--- src/design/sed_pkg.sv ---
// Shared types and character constants for the string escape decoder.
package sed_pkg;

    // One held source character, classified on entry.
    typedef struct packed {
        logic [7:0] ch;
        logic       hexv;
        logic [3:0] nib;
    } pend_t;

    // One queued source word between the front and back parts.
    typedef struct packed {
        pend_t pend;
        logic  last;
    } qword_t;

    localparam logic [7:0] CH_BSLASH = 8'h5C;
    localparam logic [7:0] CH_SQUOTE = 8'h27;
    localparam logic [7:0] CH_DQUOTE = 8'h22;
    localparam logic [7:0] CH_N      = 8'h6E;
    localparam logic [7:0] CH_T      = 8'h74;
    localparam logic [7:0] CH_R      = 8'h72;
    localparam logic [7:0] CH_A      = 8'h61;
    localparam logic [7:0] CH_B      = 8'h62;
    localparam logic [7:0] CH_F      = 8'h66;
    localparam logic [7:0] CH_V      = 8'h76;
    localparam logic [7:0] CH_X      = 8'h78;
    localparam logic [7:0] CH_LU     = 8'h75;
    localparam logic [7:0] CH_UU     = 8'h55;
    localparam logic [7:0] CH_0      = 8'h30;
    localparam logic [7:0] CH_7      = 8'h37;
    localparam logic [7:0] CH_9      = 8'h39;
    localparam logic [7:0] CH_LA     = 8'h61;
    localparam logic [7:0] CH_LF     = 8'h66;
    localparam logic [7:0] CH_UA     = 8'h41;
    localparam logic [7:0] CH_UF     = 8'h46;

    localparam logic [7:0] BY_LF  = 8'h0A;
    localparam logic [7:0] BY_TAB = 8'h09;
    localparam logic [7:0] BY_CR  = 8'h0D;
    localparam logic [7:0] BY_BEL = 8'h07;
    localparam logic [7:0] BY_BS  = 8'h08;
    localparam logic [7:0] BY_FF  = 8'h0C;
    localparam logic [7:0] BY_VT  = 8'h0B;

    localparam logic [31:0] CP_MAX    = 32'h0010FFFF;
    localparam logic [31:0] SUR_FIRST = 32'h0000D800;
    localparam logic [31:0] SUR_LAST  = 32'h0000DFFF;
    localparam logic [15:0] HI_FIRST  = 16'hD800;
    localparam logic [15:0] HI_LAST   = 16'hDBFF;
    localparam logic [15:0] LO_FIRST  = 16'hDC00;
    localparam logic [15:0] LO_LAST   = 16'hDFFF;
    localparam logic [20:0] CP_PLANE1 = 21'h10000;

endpackage

--- src/design/sed_if.sv ---
// Channel interfaces for source characters and decoded bytes.
interface sed_text_if;
    logic       valid;
    logic       ready;
    logic [7:0] in_char;
    logic       text_last;

    modport source (output valid, output in_char, output text_last, input ready);
    modport sink (input valid, input in_char, input text_last, output ready);
endinterface

interface sed_byte_if;
    logic       valid;
    logic       ready;
    logic [7:0] out_byte;
    logic       run_last;
    logic       text_end;

    modport source (output valid, output out_byte, output run_last, output text_end,
                    input ready);
    modport sink (input valid, input out_byte, input run_last, input text_end,
                  output ready);
endinterface

--- src/design/sed_front.sv ---
// Front part: accept source words, classify them, queue them for the back part.
module sed_front
(
    input  logic                clk,
    input  logic                rst_n,
    sed_text_if.sink            text,
    output logic                q_valid,
    output sed_pkg::qword_t     q_word,
    input  logic                q_pop
);

    sed_pkg::qword_t q_reg [2];
    logic            wr_ptr_reg;
    logic            rd_ptr_reg;
    logic [1:0]      cnt_reg;
    sed_pkg::qword_t in_word;
    logic            push;
    logic            pop;

    always_comb
    begin
        in_word.pend.ch   = text.in_char;
        in_word.pend.hexv = (text.in_char inside {[sed_pkg::CH_0 : sed_pkg::CH_9],
                                                 [sed_pkg::CH_LA : sed_pkg::CH_LF],
                                                 [sed_pkg::CH_UA : sed_pkg::CH_UF]});
        in_word.pend.nib  = (text.in_char <= sed_pkg::CH_9) ? text.in_char[3:0]
                                                            : text.in_char[3:0] + 4'd9;
        in_word.last      = text.text_last;
    end

    assign text.ready = (cnt_reg != 2'd2);
    assign push       = text.valid && text.ready;
    assign q_valid    = (cnt_reg != 2'd0);
    assign pop        = q_pop && q_valid;
    assign q_word     = q_reg[rd_ptr_reg];

    always_ff @(posedge clk)
    begin
        if (push)
        begin
            q_reg[wr_ptr_reg] <= in_word;
        end
    end

    always_ff @(posedge clk or negedge rst_n)
    begin
        if (!rst_n)
        begin
            wr_ptr_reg <= 1'b0;
            rd_ptr_reg <= 1'b0;
            cnt_reg    <= 2'd0;
        end
        else
        begin
            if (push)
            begin
                wr_ptr_reg <= ~wr_ptr_reg;
            end
            if (pop)
            begin
                rd_ptr_reg <= ~rd_ptr_reg;
            end
            cnt_reg <= cnt_reg + 2'(push) - 2'(pop);
        end
    end

endmodule

--- src/design/sed_back.sv ---
// Back part: pending buffer, escape decision, byte emission and output register.
module sed_back
#(
    parameter int PENDING_DEPTH = 12
)
(
    input  logic                clk,
    input  logic                rst_n,
    input  logic                q_valid,
    input  sed_pkg::qword_t     q_word,
    output logic                q_pop,
    sed_byte_if.source          decoded
);

    localparam int CNT_W = $clog2(PENDING_DEPTH + 1);
    localparam int IDX_W = $clog2(PENDING_DEPTH);
    localparam int WIN   = 16;

    typedef enum logic [2:0] {
        ST_LOAD = 3'b001,
        ST_SCAN = 3'b010,
        ST_EMIT = 3'b100
    } state_t;

    typedef struct packed {
        logic            need;
        logic [3:0]      used;
        logic [2:0]      n;
        logic [3:0][7:0] b;
    } dec_t;

    state_t             state_reg, state_next;
    sed_pkg::pend_t     buf_reg [PENDING_DEPTH];
    sed_pkg::pend_t     buf_next [PENDING_DEPTH];
    logic [CNT_W-1:0]   cnt_reg, cnt_next;
    logic               fin_reg, fin_next;
    dec_t               dec_reg, dec_next;
    logic [1:0]         idx_reg, idx_next;
    logic [7:0]         hold_reg, hold_next;
    logic               hold_vld_reg, hold_vld_next;
    logic               out_vld_reg, out_vld_next;
    logic [7:0]         out_byte_reg, out_byte_next;
    logic               out_run_reg, out_run_next;
    logic               out_end_reg, out_end_next;

    logic [WIN-1:0]       av;
    logic [WIN-1:0]       hx;
    logic [WIN-1:0][7:0]  chv;
    logic [WIN-1:0][3:0]  nb;
    dec_t                 dec;
    logic                 out_free;
    logic                 emit_ok;
    logic                 produce;
    logic [7:0]           prod_byte;
    logic                 step_end;
    logic                 do_shift;
    logic [3:0]           shamt;
    logic                 do_append;
    logic                 clear_first;
    logic [CNT_W-1:0]     base;

    function automatic logic [1:0] hex_scan(input logic [WIN-1:0] a, input logic [WIN-1:0] h,
                                            input int start, input int k, input logic fin);
        logic done;
        logic ok;
        logic sh;
        done = 1'b0;
        ok   = 1'b1;
        sh   = 1'b0;
        for (int i = 0; i < 8; i++)
        begin
            if (i < k && !done)
            begin
                if (!a[4'(start + i)])
                begin
                    done = 1'b1;
                    ok   = 1'b0;
                    sh   = !fin;
                end
                else if (!h[4'(start + i)])
                begin
                    done = 1'b1;
                    ok   = 1'b0;
                end
            end
        end
        return {sh, ok};
    endfunction

    function automatic dec_t put_utf8(input dec_t d, input logic [20:0] cp);
        dec_t r;
        r = d;
        if (cp < 21'h80)
        begin
            r.n    = 3'd1;
            r.b[0] = cp[7:0];
        end
        else if (cp < 21'h800)
        begin
            r.n    = 3'd2;
            r.b[0] = {3'b110, cp[10:6]};
            r.b[1] = {2'b10, cp[5:0]};
        end
        else if (cp < 21'h10000)
        begin
            r.n    = 3'd3;
            r.b[0] = {4'b1110, cp[15:12]};
            r.b[1] = {2'b10, cp[11:6]};
            r.b[2] = {2'b10, cp[5:0]};
        end
        else
        begin
            r.n    = 3'd4;
            r.b[0] = {5'b11110, cp[20:18]};
            r.b[1] = {2'b10, cp[17:12]};
            r.b[2] = {2'b10, cp[11:6]};
            r.b[3] = {2'b10, cp[5:0]};
        end
        return r;
    endfunction

    // Window over the head of the buffer.
    always_comb
    begin
        for (int p = 0; p < WIN; p++)
        begin
            av[p]  = (p < int'(cnt_reg));
            hx[p]  = 1'b0;
            chv[p] = 8'h00;
            nb[p]  = 4'h0;
            if (p < PENDING_DEPTH)
            begin
                hx[p]  = buf_reg[IDX_W'(p)].hexv;
                chv[p] = buf_reg[IDX_W'(p)].ch;
                nb[p]  = buf_reg[IDX_W'(p)].nib;
            end
        end
    end

    // Escape decision for a backslash at the head of the buffer.
    always_comb
    begin
        logic [1:0]  s1;
        logic [1:0]  s2;
        logic [15:0] u4;
        logic [15:0] lo;
        logic [31:0] u8;
        logic [20:0] pcp;
        s1   = 2'b00;
        s2   = 2'b00;
        u4   = {nb[2], nb[3], nb[4], nb[5]};
        lo   = {nb[8], nb[9], nb[10], nb[11]};
        u8   = {nb[2], nb[3], nb[4], nb[5], nb[6], nb[7], nb[8], nb[9]};
        pcp  = sed_pkg::CP_PLANE1 + {1'b0, u4[9:0], lo[9:0]};
        dec.need = 1'b0;
        dec.used = 4'd2;
        dec.n    = 3'd2;
        dec.b    = '0;
        dec.b[0] = sed_pkg::CH_BSLASH;
        dec.b[1] = chv[1];
        if (!av[1])
        begin
            if (!fin_reg)
            begin
                dec.need = 1'b1;
            end
            else
            begin
                dec.used = 4'd1;
                dec.n    = 3'd1;
            end
        end
        else
        begin
            case (chv[1])
                sed_pkg::CH_N:      begin dec.n = 3'd1; dec.b[0] = sed_pkg::BY_LF;     end
                sed_pkg::CH_T:      begin dec.n = 3'd1; dec.b[0] = sed_pkg::BY_TAB;    end
                sed_pkg::CH_R:      begin dec.n = 3'd1; dec.b[0] = sed_pkg::BY_CR;     end
                sed_pkg::CH_A:      begin dec.n = 3'd1; dec.b[0] = sed_pkg::BY_BEL;    end
                sed_pkg::CH_B:      begin dec.n = 3'd1; dec.b[0] = sed_pkg::BY_BS;     end
                sed_pkg::CH_F:      begin dec.n = 3'd1; dec.b[0] = sed_pkg::BY_FF;     end
                sed_pkg::CH_V:      begin dec.n = 3'd1; dec.b[0] = sed_pkg::BY_VT;     end
                sed_pkg::CH_BSLASH: begin dec.n = 3'd1; dec.b[0] = sed_pkg::CH_BSLASH; end
                sed_pkg::CH_SQUOTE: begin dec.n = 3'd1; dec.b[0] = sed_pkg::CH_SQUOTE; end
                sed_pkg::CH_DQUOTE: begin dec.n = 3'd1; dec.b[0] = sed_pkg::CH_DQUOTE; end
                sed_pkg::CH_X:
                begin
                    if (!av[2] && !fin_reg)
                    begin
                        dec.need = 1'b1;
                    end
                    else if (av[2] && hx[2])
                    begin
                        if (!av[3] && !fin_reg)
                        begin
                            dec.need = 1'b1;
                        end
                        else if (av[3] && hx[3])
                        begin
                            dec.n    = 3'd1;
                            dec.used = 4'd4;
                            dec.b[0] = {nb[2], nb[3]};
                        end
                        else
                        begin
                            dec.n    = 3'd1;
                            dec.used = 4'd3;
                            dec.b[0] = {4'h0, nb[2]};
                        end
                    end
                end
                sed_pkg::CH_LU:
                begin
                    s1 = hex_scan(av, hx, 2, 4, fin_reg);
                    if (s1[1])
                    begin
                        dec.need = 1'b1;
                    end
                    else if (s1[0])
                    begin
                        if (u4 >= sed_pkg::HI_FIRST && u4 <= sed_pkg::HI_LAST)
                        begin
                            // High surrogate: look for a following low surrogate.
                            if (!av[6])
                            begin
                                dec.need = !fin_reg;
                            end
                            else if (chv[6] == sed_pkg::CH_BSLASH)
                            begin
                                if (!av[7])
                                begin
                                    dec.need = !fin_reg;
                                end
                                else if (chv[7] == sed_pkg::CH_LU)
                                begin
                                    s2 = hex_scan(av, hx, 8, 4, fin_reg);
                                    if (s2[1])
                                    begin
                                        dec.need = 1'b1;
                                    end
                                    else if (s2[0] && lo >= sed_pkg::LO_FIRST
                                             && lo <= sed_pkg::LO_LAST)
                                    begin
                                        dec      = put_utf8(dec, pcp);
                                        dec.used = 4'd12;
                                    end
                                end
                            end
                        end
                        else if (!(u4 >= sed_pkg::LO_FIRST && u4 <= sed_pkg::LO_LAST))
                        begin
                            dec      = put_utf8(dec, {5'd0, u4});
                            dec.used = 4'd6;
                        end
                    end
                end
                sed_pkg::CH_UU:
                begin
                    s1 = hex_scan(av, hx, 2, 8, fin_reg);
                    if (s1[1])
                    begin
                        dec.need = 1'b1;
                    end
                    else if (s1[0] && u8 <= sed_pkg::CP_MAX
                             && !(u8 >= sed_pkg::SUR_FIRST && u8 <= sed_pkg::SUR_LAST))
                    begin
                        dec      = put_utf8(dec, u8[20:0]);
                        dec.used = 4'd10;
                    end
                end
                default:
                begin
                    if (chv[1] inside {[sed_pkg::CH_0 : sed_pkg::CH_7]})
                    begin
                        dec.n    = 3'd1;
                        dec.used = 4'd2;
                        dec.b[0] = {5'd0, chv[1][2:0]};
                        if (!av[2] && !fin_reg)
                        begin
                            dec.need = 1'b1;
                        end
                        else if (av[2] && chv[2] inside {[sed_pkg::CH_0 : sed_pkg::CH_7]})
                        begin
                            if (!av[3] && !fin_reg)
                            begin
                                dec.need = 1'b1;
                            end
                            else if (av[3]
                                     && chv[3] inside {[sed_pkg::CH_0 : sed_pkg::CH_7]})
                            begin
                                dec.used = 4'd4;
                                dec.b[0] = {chv[1][1:0], chv[2][2:0], chv[3][2:0]};
                            end
                            else
                            begin
                                dec.used = 4'd3;
                                dec.b[0] = {2'b00, chv[1][2:0], chv[2][2:0]};
                            end
                        end
                    end
                end
            endcase
        end
    end

    assign out_free = !out_vld_reg || decoded.ready;
    assign emit_ok  = !hold_vld_reg || out_free;

    // Sequencer over the pending buffer.
    always_comb
    begin
        state_next  = state_reg;
        dec_next    = dec_reg;
        idx_next    = idx_reg;
        fin_next    = fin_reg;
        produce     = 1'b0;
        prod_byte   = chv[0];
        step_end    = 1'b0;
        do_shift    = 1'b0;
        shamt       = 4'd1;
        do_append   = 1'b0;
        clear_first = 1'b0;
        q_pop       = 1'b0;
        case (state_reg)
            ST_LOAD:
            begin
                if (q_valid)
                begin
                    q_pop      = 1'b1;
                    do_append  = 1'b1;
                    fin_next   = q_word.last;
                    state_next = ST_SCAN;
                end
            end
            ST_SCAN:
            begin
                if (cnt_reg == '0 || (chv[0] == sed_pkg::CH_BSLASH && dec.need))
                begin
                    if (emit_ok)
                    begin
                        step_end    = 1'b1;
                        clear_first = fin_reg;
                        if (q_valid)
                        begin
                            q_pop     = 1'b1;
                            do_append = 1'b1;
                            fin_next  = q_word.last;
                        end
                        else
                        begin
                            state_next = ST_LOAD;
                        end
                    end
                end
                else if (chv[0] != sed_pkg::CH_BSLASH)
                begin
                    if (emit_ok)
                    begin
                        produce  = 1'b1;
                        do_shift = 1'b1;
                    end
                end
                else
                begin
                    dec_next   = dec;
                    idx_next   = 2'd0;
                    state_next = ST_EMIT;
                end
            end
            ST_EMIT:
            begin
                prod_byte = dec_reg.b[idx_reg];
                if (emit_ok)
                begin
                    produce = 1'b1;
                    if (3'(idx_reg) + 3'd1 == dec_reg.n)
                    begin
                        do_shift   = 1'b1;
                        shamt      = dec_reg.used;
                        state_next = ST_SCAN;
                    end
                    else
                    begin
                        idx_next = idx_reg + 2'd1;
                    end
                end
            end
            default:
            begin
                state_next = ST_LOAD;
            end
        endcase
    end

    // Buffer update: drop consumed characters, or append a new one.
    always_comb
    begin
        int j;
        j        = 0;
        base     = clear_first ? '0 : cnt_reg;
        cnt_next = base;
        for (int i = 0; i < PENDING_DEPTH; i++)
        begin
            buf_next[i] = buf_reg[i];
        end
        if (do_shift)
        begin
            for (int i = 0; i < PENDING_DEPTH; i++)
            begin
                j = i + int'(shamt);
                if (j < PENDING_DEPTH)
                begin
                    buf_next[i] = buf_reg[IDX_W'(j)];
                end
            end
            cnt_next = cnt_reg - CNT_W'(shamt);
        end
        if (do_append && base < CNT_W'(PENDING_DEPTH))
        begin
            buf_next[base[IDX_W-1:0]] = q_word.pend;
            cnt_next = base + CNT_W'(1);
        end
    end

    // Hold the newest byte until it is known whether more follow in this step.
    always_comb
    begin
        hold_next     = hold_reg;
        hold_vld_next = hold_vld_reg;
        out_vld_next  = out_vld_reg && !decoded.ready;
        out_byte_next = out_byte_reg;
        out_run_next  = out_run_reg;
        out_end_next  = out_end_reg;
        if ((produce || step_end) && hold_vld_reg)
        begin
            out_vld_next  = 1'b1;
            out_byte_next = hold_reg;
            out_run_next  = step_end;
            out_end_next  = step_end && fin_reg;
        end
        if (produce)
        begin
            hold_next     = prod_byte;
            hold_vld_next = 1'b1;
        end
        else if (step_end)
        begin
            hold_vld_next = 1'b0;
        end
    end

    assign decoded.valid    = out_vld_reg;
    assign decoded.out_byte = out_byte_reg;
    assign decoded.run_last = out_run_reg;
    assign decoded.text_end = out_end_reg;

    always_ff @(posedge clk)
    begin
        for (int i = 0; i < PENDING_DEPTH; i++)
        begin
            buf_reg[i] <= buf_next[i];
        end
        dec_reg      <= dec_next;
        hold_reg     <= hold_next;
        out_byte_reg <= out_byte_next;
        out_run_reg  <= out_run_next;
        out_end_reg  <= out_end_next;
    end

    always_ff @(posedge clk or negedge rst_n)
    begin
        if (!rst_n)
        begin
            state_reg    <= ST_LOAD;
            cnt_reg      <= '0;
            fin_reg      <= 1'b0;
            idx_reg      <= 2'd0;
            hold_vld_reg <= 1'b0;
            out_vld_reg  <= 1'b0;
        end
        else
        begin
            state_reg    <= state_next;
            cnt_reg      <= cnt_next;
            fin_reg      <= fin_next;
            idx_reg      <= idx_next;
            hold_vld_reg <= hold_vld_next;
            out_vld_reg  <= out_vld_next;
        end
    end

endmodule

--- src/design/string_escape_decoder.sv ---
// Top level of the string escape decoder: front queue and back decoder.
//
// Usage: source characters enter on the text channel, one word each, with
// text_last on the final character of a text. Decoded bytes leave on the
// decoded channel; run_last marks the last byte caused by one source word,
// text_end the last byte of the whole text.
// Plain characters pass through; backslash escapes (simple, \x, octal, \u,
// \U and surrogate pairs) wait in the pending buffer until decidable and
// come out as bytes or UTF-8.
// Flow: in the back part a plain character is emitted, then the step is
// closed and the next word loaded. An escape is first decided, then its
// bytes are emitted and the step is closed. The back part emits one byte
// per cycle while the output is not stalled, which sets the pace.
// Each byte passes the hold register and then the output register.
// The front queue holds two words, so input keeps flowing while the back
// part emits. When the receiver stalls, the output register holds its
// word, the back part halts, the queue fills and text.ready drops.
// Reset clears the queue, the pending count and the output valid.
module string_escape_decoder
#(
    parameter int PENDING_DEPTH = 12
)
(
    input  logic        clk,
    input  logic        rst_n,
    sed_text_if.sink    text,
    sed_byte_if.source  decoded
);

    logic            q_valid;
    sed_pkg::qword_t q_word;
    logic            q_pop;

    sed_front u_front
    (
        .clk     (clk),
        .rst_n   (rst_n),
        .text    (text),
        .q_valid (q_valid),
        .q_word  (q_word),
        .q_pop   (q_pop)
    );

    sed_back
    #(
        .PENDING_DEPTH (PENDING_DEPTH)
    )
    u_back
    (
        .clk     (clk),
        .rst_n   (rst_n),
        .q_valid (q_valid),
        .q_word  (q_word),
        .q_pop   (q_pop),
        .decoded (decoded)
    );

endmodule

--- src/flat_wrapper.sv ---
// flat-port wrapper written by rule: the top's interface ports become plain ports
module string_escape_decoder_flat 
#(
    parameter int PENDING_DEPTH = 12
)
  (clk, rst_n, text_valid, text_in_char, text_text_last, text_ready, decoded_valid, decoded_out_byte, decoded_run_last, decoded_text_end, decoded_ready);
  sed_text_if text_i ();
  sed_byte_if decoded_i ();
  input  logic clk;
  input  logic rst_n;
  input wire logic [$bits(text_i.valid)-1:0] text_valid;
  input wire logic [$bits(text_i.in_char)-1:0] text_in_char;
  input wire logic [$bits(text_i.text_last)-1:0] text_text_last;
  output wire logic [$bits(text_i.ready)-1:0] text_ready;
  output wire logic [$bits(decoded_i.valid)-1:0] decoded_valid;
  output wire logic [$bits(decoded_i.out_byte)-1:0] decoded_out_byte;
  output wire logic [$bits(decoded_i.run_last)-1:0] decoded_run_last;
  output wire logic [$bits(decoded_i.text_end)-1:0] decoded_text_end;
  input wire logic [$bits(decoded_i.ready)-1:0] decoded_ready;
  assign text_i.valid = text_valid;
  assign text_i.in_char = text_in_char;
  assign text_i.text_last = text_text_last;
  assign text_ready = text_i.ready;
  assign decoded_valid = decoded_i.valid;
  assign decoded_out_byte = decoded_i.out_byte;
  assign decoded_run_last = decoded_i.run_last;
  assign decoded_text_end = decoded_i.text_end;
  assign decoded_i.ready = decoded_ready;
  string_escape_decoder #(.PENDING_DEPTH(PENDING_DEPTH)) u_core (.clk(clk), .rst_n(rst_n), .text(text_i), .decoded(decoded_i));
endmodule
--- config.mk ---
export PLATFORM = sky130hd
export DESIGN_NAME = string_escape_decoder_flat
export DESIGN_NICKNAME = d
export VERILOG_FILES = /design/src/design/sed_pkg.sv /design/src/design/sed_if.sv /design/src/design/sed_front.sv /design/src/design/sed_back.sv /design/src/design/string_escape_decoder.sv /design/src/flat_wrapper.sv
export SDC_FILE = /design/constraint.sdc
export NUM_CORES = 1
export LEC_CHECK = 0
export BUFFER_PORTS_ARGS = -buffer_cell sky130_fd_sc_hd__buf_2
export CAP_MARGIN = 20
export CORE_MARGIN = 1.5
export CORE_UTILIZATION = 65
export DETAILED_ROUTE_END_ITERATION = 10
export GPL_ROUTABILITY_DRIVEN = 0
export PLACE_DENSITY_LB_ADDON = 0.08
export SLEW_MARGIN = 20
export SYNTH_ARGS = -nofsm -noshare
export SYNTH_HDL_FRONTEND = slang
export SYNTH_SLANG_ARGS = --single-unit
--- constraint.sdc ---
create_clock -name clk -period 6.4 [get_ports clk]
set_clock_uncertainty 0.15 [all_clocks]
set_input_delay 0 -clock clk [delete_from_list [all_inputs] [get_ports clk]]
set_output_delay 0 -clock clk [all_outputs]
set_load 0.01 [all_outputs]
==> run_summary.xml <==
<?xml version="1.0" encoding="UTF-8"?>
<metrics>
  <group name="place">
    <metric name="detailedPlace.worstSlack" unit="ns">0.923</metric>
    <metric name="detailed_place_hpwl" unit="mm">48.7</metric>
    <metric name="port_buffers" unit="">24</metric>
  </group>
  <group name="cells_and_area">
    <metric name="design.final.nets" unit="">2025</metric>
    <metric name="flip_flop_count_of_the_largest_register_after_layout" unit="">156</metric>
    <metric name="fill_cells" unit="">2261</metric>
    <metric name="commonest_cells_after_routing_fill_and_taps_aside" unit="">291 x sky130_fd_sc_hd__mux2i_1, 168 x sky130_fd_sc_hd__a21oi_1, 157 x sky130_fd_sc_hd__nand2_1</metric>
    <metric name="utilization" unit="%">71.6</metric>
    <metric name="regArea" unit="um^2">5990</metric>
    <metric name="layout-drive-gt1-share" unit="%">17.1</metric>
    <metric name="most_common_cell_after_layout_fill_and_taps_aside" unit="">sky130_fd_sc_hd__mux2i_1</metric>
    <metric name="area_of_the_multi_input_gates" unit="um^2">12700</metric>
    <metric name="area_growth_syn_to_layout" unit="%">8.61</metric>
  </group>
  <group name="hold_path">
    <metric name="min-delay-path-class" unit="">input port to flip-flop</metric>
    <metric name="min_path_cells" unit="">3</metric>
  </group>
  <group name="timing">
    <metric name="slew_viol_final" unit="">0</metric>
    <metric name="timing.max_slew.rel_slack" unit="%">16.0</metric>
    <metric name="fin_hold_ws" unit="ns">0.0384</metric>
    <metric name="setup_slack" unit="ns">0.835</metric>
    <metric name="final_count_of_negative_setup_slack_endpoints" unit="">0</metric>
    <metric name="hold_viol_final" unit="">0</metric>
    <metric name="grt_setup_unrepaired" unit="">no</metric>
    <metric name="timing.final.crit_period" unit="ns">5.56</metric>
    <metric name="fin_setup_tns" unit="ns">0</metric>
    <metric name="clock.fmax" unit="MHz">180</metric>
    <metric name="worstMarginPinSlew" unit="ns">1.26</metric>
    <metric name="final_worst_path_cycle_share" unit="%">86.9</metric>
  </group>
  <group name="clock_network">
    <metric name="cts-root-buf" unit="">sky130_fd_sc_hd__clkbuf_16</metric>
    <metric name="cts_h_tree_depth" unit="">1</metric>
    <metric name="clock_insertion_delay_worst_skew" unit="ns">0.58</metric>
    <metric name="clock_sink_count" unit="">254</metric>
    <metric name="postCtsResizedCells" unit="">0</metric>
    <metric name="clk_pin_slew_worst_paths" unit="ns">0.07</metric>
    <metric name="cts_buffer_depth" unit="">3</metric>
    <metric name="cts_inserted_buffers" unit="">28</metric>
    <metric name="tritoncts_clock_tree" unit="">built</metric>
  </group>
  <group name="floorplan">
    <metric name="num_io_pins" unit="">25</metric>
    <metric name="die_h" unit="um">176</metric>
    <metric name="die-width" unit="um">176</metric>
    <metric name="initial_core_util" unit="%">65.9</metric>
    <metric name="total_core_area" unit="um^2">29600</metric>
    <metric name="placement_row_count" unit="">63</metric>
    <metric name="fp.dieArea" unit="um^2">31100</metric>
  </group>
  <group name="global_route">
    <metric name="grt_max_degree" unit="">98</metric>
    <metric name="grt_pass1_wl" unit="mm">110</metric>
    <metric name="first_global_vias" unit="">17654</metric>
    <metric name="grt_antenna_before_repair" unit="">1</metric>
    <metric name="global_route.usage.total" unit="%">47.4</metric>
    <metric name="grt_overflow_total" unit="">0</metric>
  </group>
  <group name="logic_synthesis">
    <metric name="ys_warn_count" unit="">0</metric>
    <metric name="synth_enable_flop_cells" unit="">82</metric>
    <metric name="yosys_most_used_dff" unit="">sky130_fd_sc_hd__dfxtp_1</metric>
    <metric name="synthesis.area_per_instance" unit="um^2">9.62</metric>
    <metric name="synth_nets" unit="">2070</metric>
    <metric name="async_flop_share" unit="%">6.30</metric>
    <metric name="syn_inst" unit="">2030</metric>
    <metric name="yosys_register_bits" unit="">254</metric>
    <metric name="synth_cell_types" unit="">91</metric>
    <metric name="ys_seq_area_share" unit="%">30.7</metric>
    <metric name="syn-cell-area" unit="um^2">19500</metric>
  </group>
  <group name="routing">
    <metric name="drt_drc_violations_left" unit="">0</metric>
    <metric name="met1_length" unit="mm">26.5</metric>
    <metric name="drt-vias-per-instance" unit="">7.87</metric>
    <metric name="route.antenna.remaining_nets" unit="">0</metric>
    <metric name="routed_length_on_met2" unit="mm">30.3</metric>
    <metric name="met3WireLength" unit="mm">11.3</metric>
    <metric name="detailroute.via_count" unit="">18874</metric>
    <metric name="dr.pass1.iters" unit="">6</metric>
    <metric name="route.top_layer_used" unit="">met4</metric>
    <metric name="totalWireLength" unit="mm">74.2</metric>
    <metric name="route.detailed.wl_per_inst" unit="um">30.9</metric>
    <metric name="drt_iter0_markers" unit="">3272</metric>
  </group>
  <group name="critical_path">
    <metric name="worstRegToRegCells" unit="">15</metric>
    <metric name="path_depth" unit="">15</metric>
    <metric name="path_max_fanout" unit="">22</metric>
    <metric name="worstSetupEndpointType" unit="">flip-flop</metric>
    <metric name="setup.worst_path.class" unit="">flip-flop to flip-flop</metric>
    <metric name="critical_path_buf_inv_count" unit="">3</metric>
    <metric name="startpoint_type" unit="">flip-flop</metric>
    <metric name="critPathArrivalTime" unit="ns">5.93</metric>
    <metric name="critPathTopFamily" unit="">simple AND/OR/NAND/NOR gates</metric>
    <metric name="delay_contributed_by_the_slowest_stage_of_the_critical_path" unit="ns">0.75</metric>
    <metric name="critical_path.slowest_cell" unit="">sky130_fd_sc_hd__nor3_4</metric>
    <metric name="timing.critical_path.required" unit="ns">6.76</metric>
    <metric name="critical_path.cell_chain" unit="">ha_1, xor2_1, nor3_4, nand3_2, inv_2, buf_4, ha_1, nor2_1, a41o_1, a311oi_1, o21ai_2, buf_4, a211oi_1, a21oi_1, mux2i_1</metric>
  </group>
  <group name="power_and_ir_drop">
    <metric name="power_dens_cells" unit="nW/um^2">416</metric>
    <metric name="power.ir.vdd_worst" unit="uV">423</metric>
    <metric name="static-leakage-power" unit="nW">8.12</metric>
  </group>
  <group name="flow_run">
    <metric name="maxCapViolations" unit="">0</metric>
  </group>
  <group name="status">
    <metric name="run_status" unit="">complete, no violations</metric>
  </group>
</metrics>
-- synth_stat cells (14+ instances only) --
cell type                  count  area share (%)
sky130_fd_sc_hd__dfxtp_1     156              16
sky130_fd_sc_hd__dfrtp_1      15             1.9
sky130_fd_sc_hd__and3_1       22            0.70
sky130_fd_sc_hd__edfxtp_1     82              13
sky130_fd_sc_hd__a21oi_1     169             4.3
sky130_fd_sc_hd__o21ai_0      60             1.5
sky130_fd_sc_hd__mux4_2      105              12
sky130_fd_sc_hd__nor4_1       14            0.45
sky130_fd_sc_hd__nand2_1     157             3.0
sky130_fd_sc_hd__clkbuf_1    117             2.2
sky130_fd_sc_hd__mux2i_1     293              15
sky130_fd_sc_hd__mux2_2       49             2.8
sky130_fd_sc_hd__a211oi_1     70             2.7
sky130_fd_sc_hd__nor2_1      146             2.8
sky130_fd_sc_hd__buf_2        48             1.2
sky130_fd_sc_hd__inv_1        38            0.73
sky130_fd_sc_hd__nor2b_1      17            0.54
sky130_fd_sc_hd__nand3_1      33            0.85
sky130_fd_sc_hd__o22ai_1      16            0.51
sky130_fd_sc_hd__a221o_1      15            0.77
sky130_fd_sc_hd__nor3_1       24            0.62
sky130_fd_sc_hd__ha_1         26             1.7
sky130_fd_sc_hd__a31oi_1      16            0.51
sky130_fd_sc_hd__a22oi_1      69             2.7
sky130_fd_sc_hd__a211o_1      32             1.4
sky130_fd_sc_hd__a221oi_1     19            0.85
-- repair_timing --
action,CTS,global route
setup buffers,0,0
endpoints found under the hold margin,65,0
hold buffers,15,0
-- logic make-up after synthesis --
kind of cell	synth area share, %
xor gates and xnor gates	1.02
DFF	30.7
and+or+nand+nor	11.9
adders and majority gates	1.77
buffers and inverters	5.07
AOI/OAI and AO/OA	19.3
muxes	30.3
-- power breakdown --
group / switching (mW) / internal, mW / leakage [nW] / total, mW
clock: 0.721 / 1.11 / 0.504 / 1.83
sequential: 0.947 / 2.22 / 2.25 / 3.17
combinational: 2.24 / 1.60 / 5.37 / 3.84
total: 3.90 / 4.93 / 8.12 / 8.83
-- layer usage --
layer,vias to the layer above,track usage [%]
met5,-,0.321
met4,0,31.0
met3,413,14.0
met2,1749,67.6
met1,8971,62.7
li1,7741,-
-- worst paths after layout --
| path | endpoint | from | slack [ns] |
|---|---|---|---|
| min in group asynchronous | u_core.u_back.state_reg[0] | rst_n | 0.34 |
| min reg2reg | u_core.u_back.decoded.out_byte[7] | u_core.u_back.hold_reg[7] | 0.27 |
| max reg2reg | u_core.u_back.buf_reg[11][4] | u_core.u_back.idx_reg[0] | 0.84 |
| max | u_core.u_back.buf_reg[11][4] | u_core.u_back.idx_reg[0] | 0.84 |
| max in group asynchronous | u_core.u_back.idx_reg[1] | rst_n | 4.58 |
| min | u_core.u_back.decoded.valid | decoded_ready | 0.04 |
-- cell type report --
| cell class | count | share of cell area [%] |
|---|---|---|
| antenna | 2 | 0.0236 |
| clock buffer | 33 | 3.49 |
| clock inverter | 19 | 1.30 |
| inverter | 42 | 0.767 |
| multi-input combinational | 1546 | 59.9 |
| sequential | 254 | 28.2 |
| tap | 390 | 2.30 |
| timing repair buffer | 113 | 4.01 |
-- worst min-delay path: cells and delay by family --
kind	cells	cell delay [ns]
buffers and inverters	2	0.61
AO/OA/AOI/OAI	1	0.09
-- per-stage QoR --
stage	instance area (um^2)	total power [mW]	std cells
after floorplan	19500	5.43	2030
after global placement	20000	6.59	2330
after detailed placement	20000	6.72	2330
after CTS	21200	8.56	2397
after global routing	21200	9.10	2397
final	21200	8.83	2399
Power figures use the tool's default switching activity.
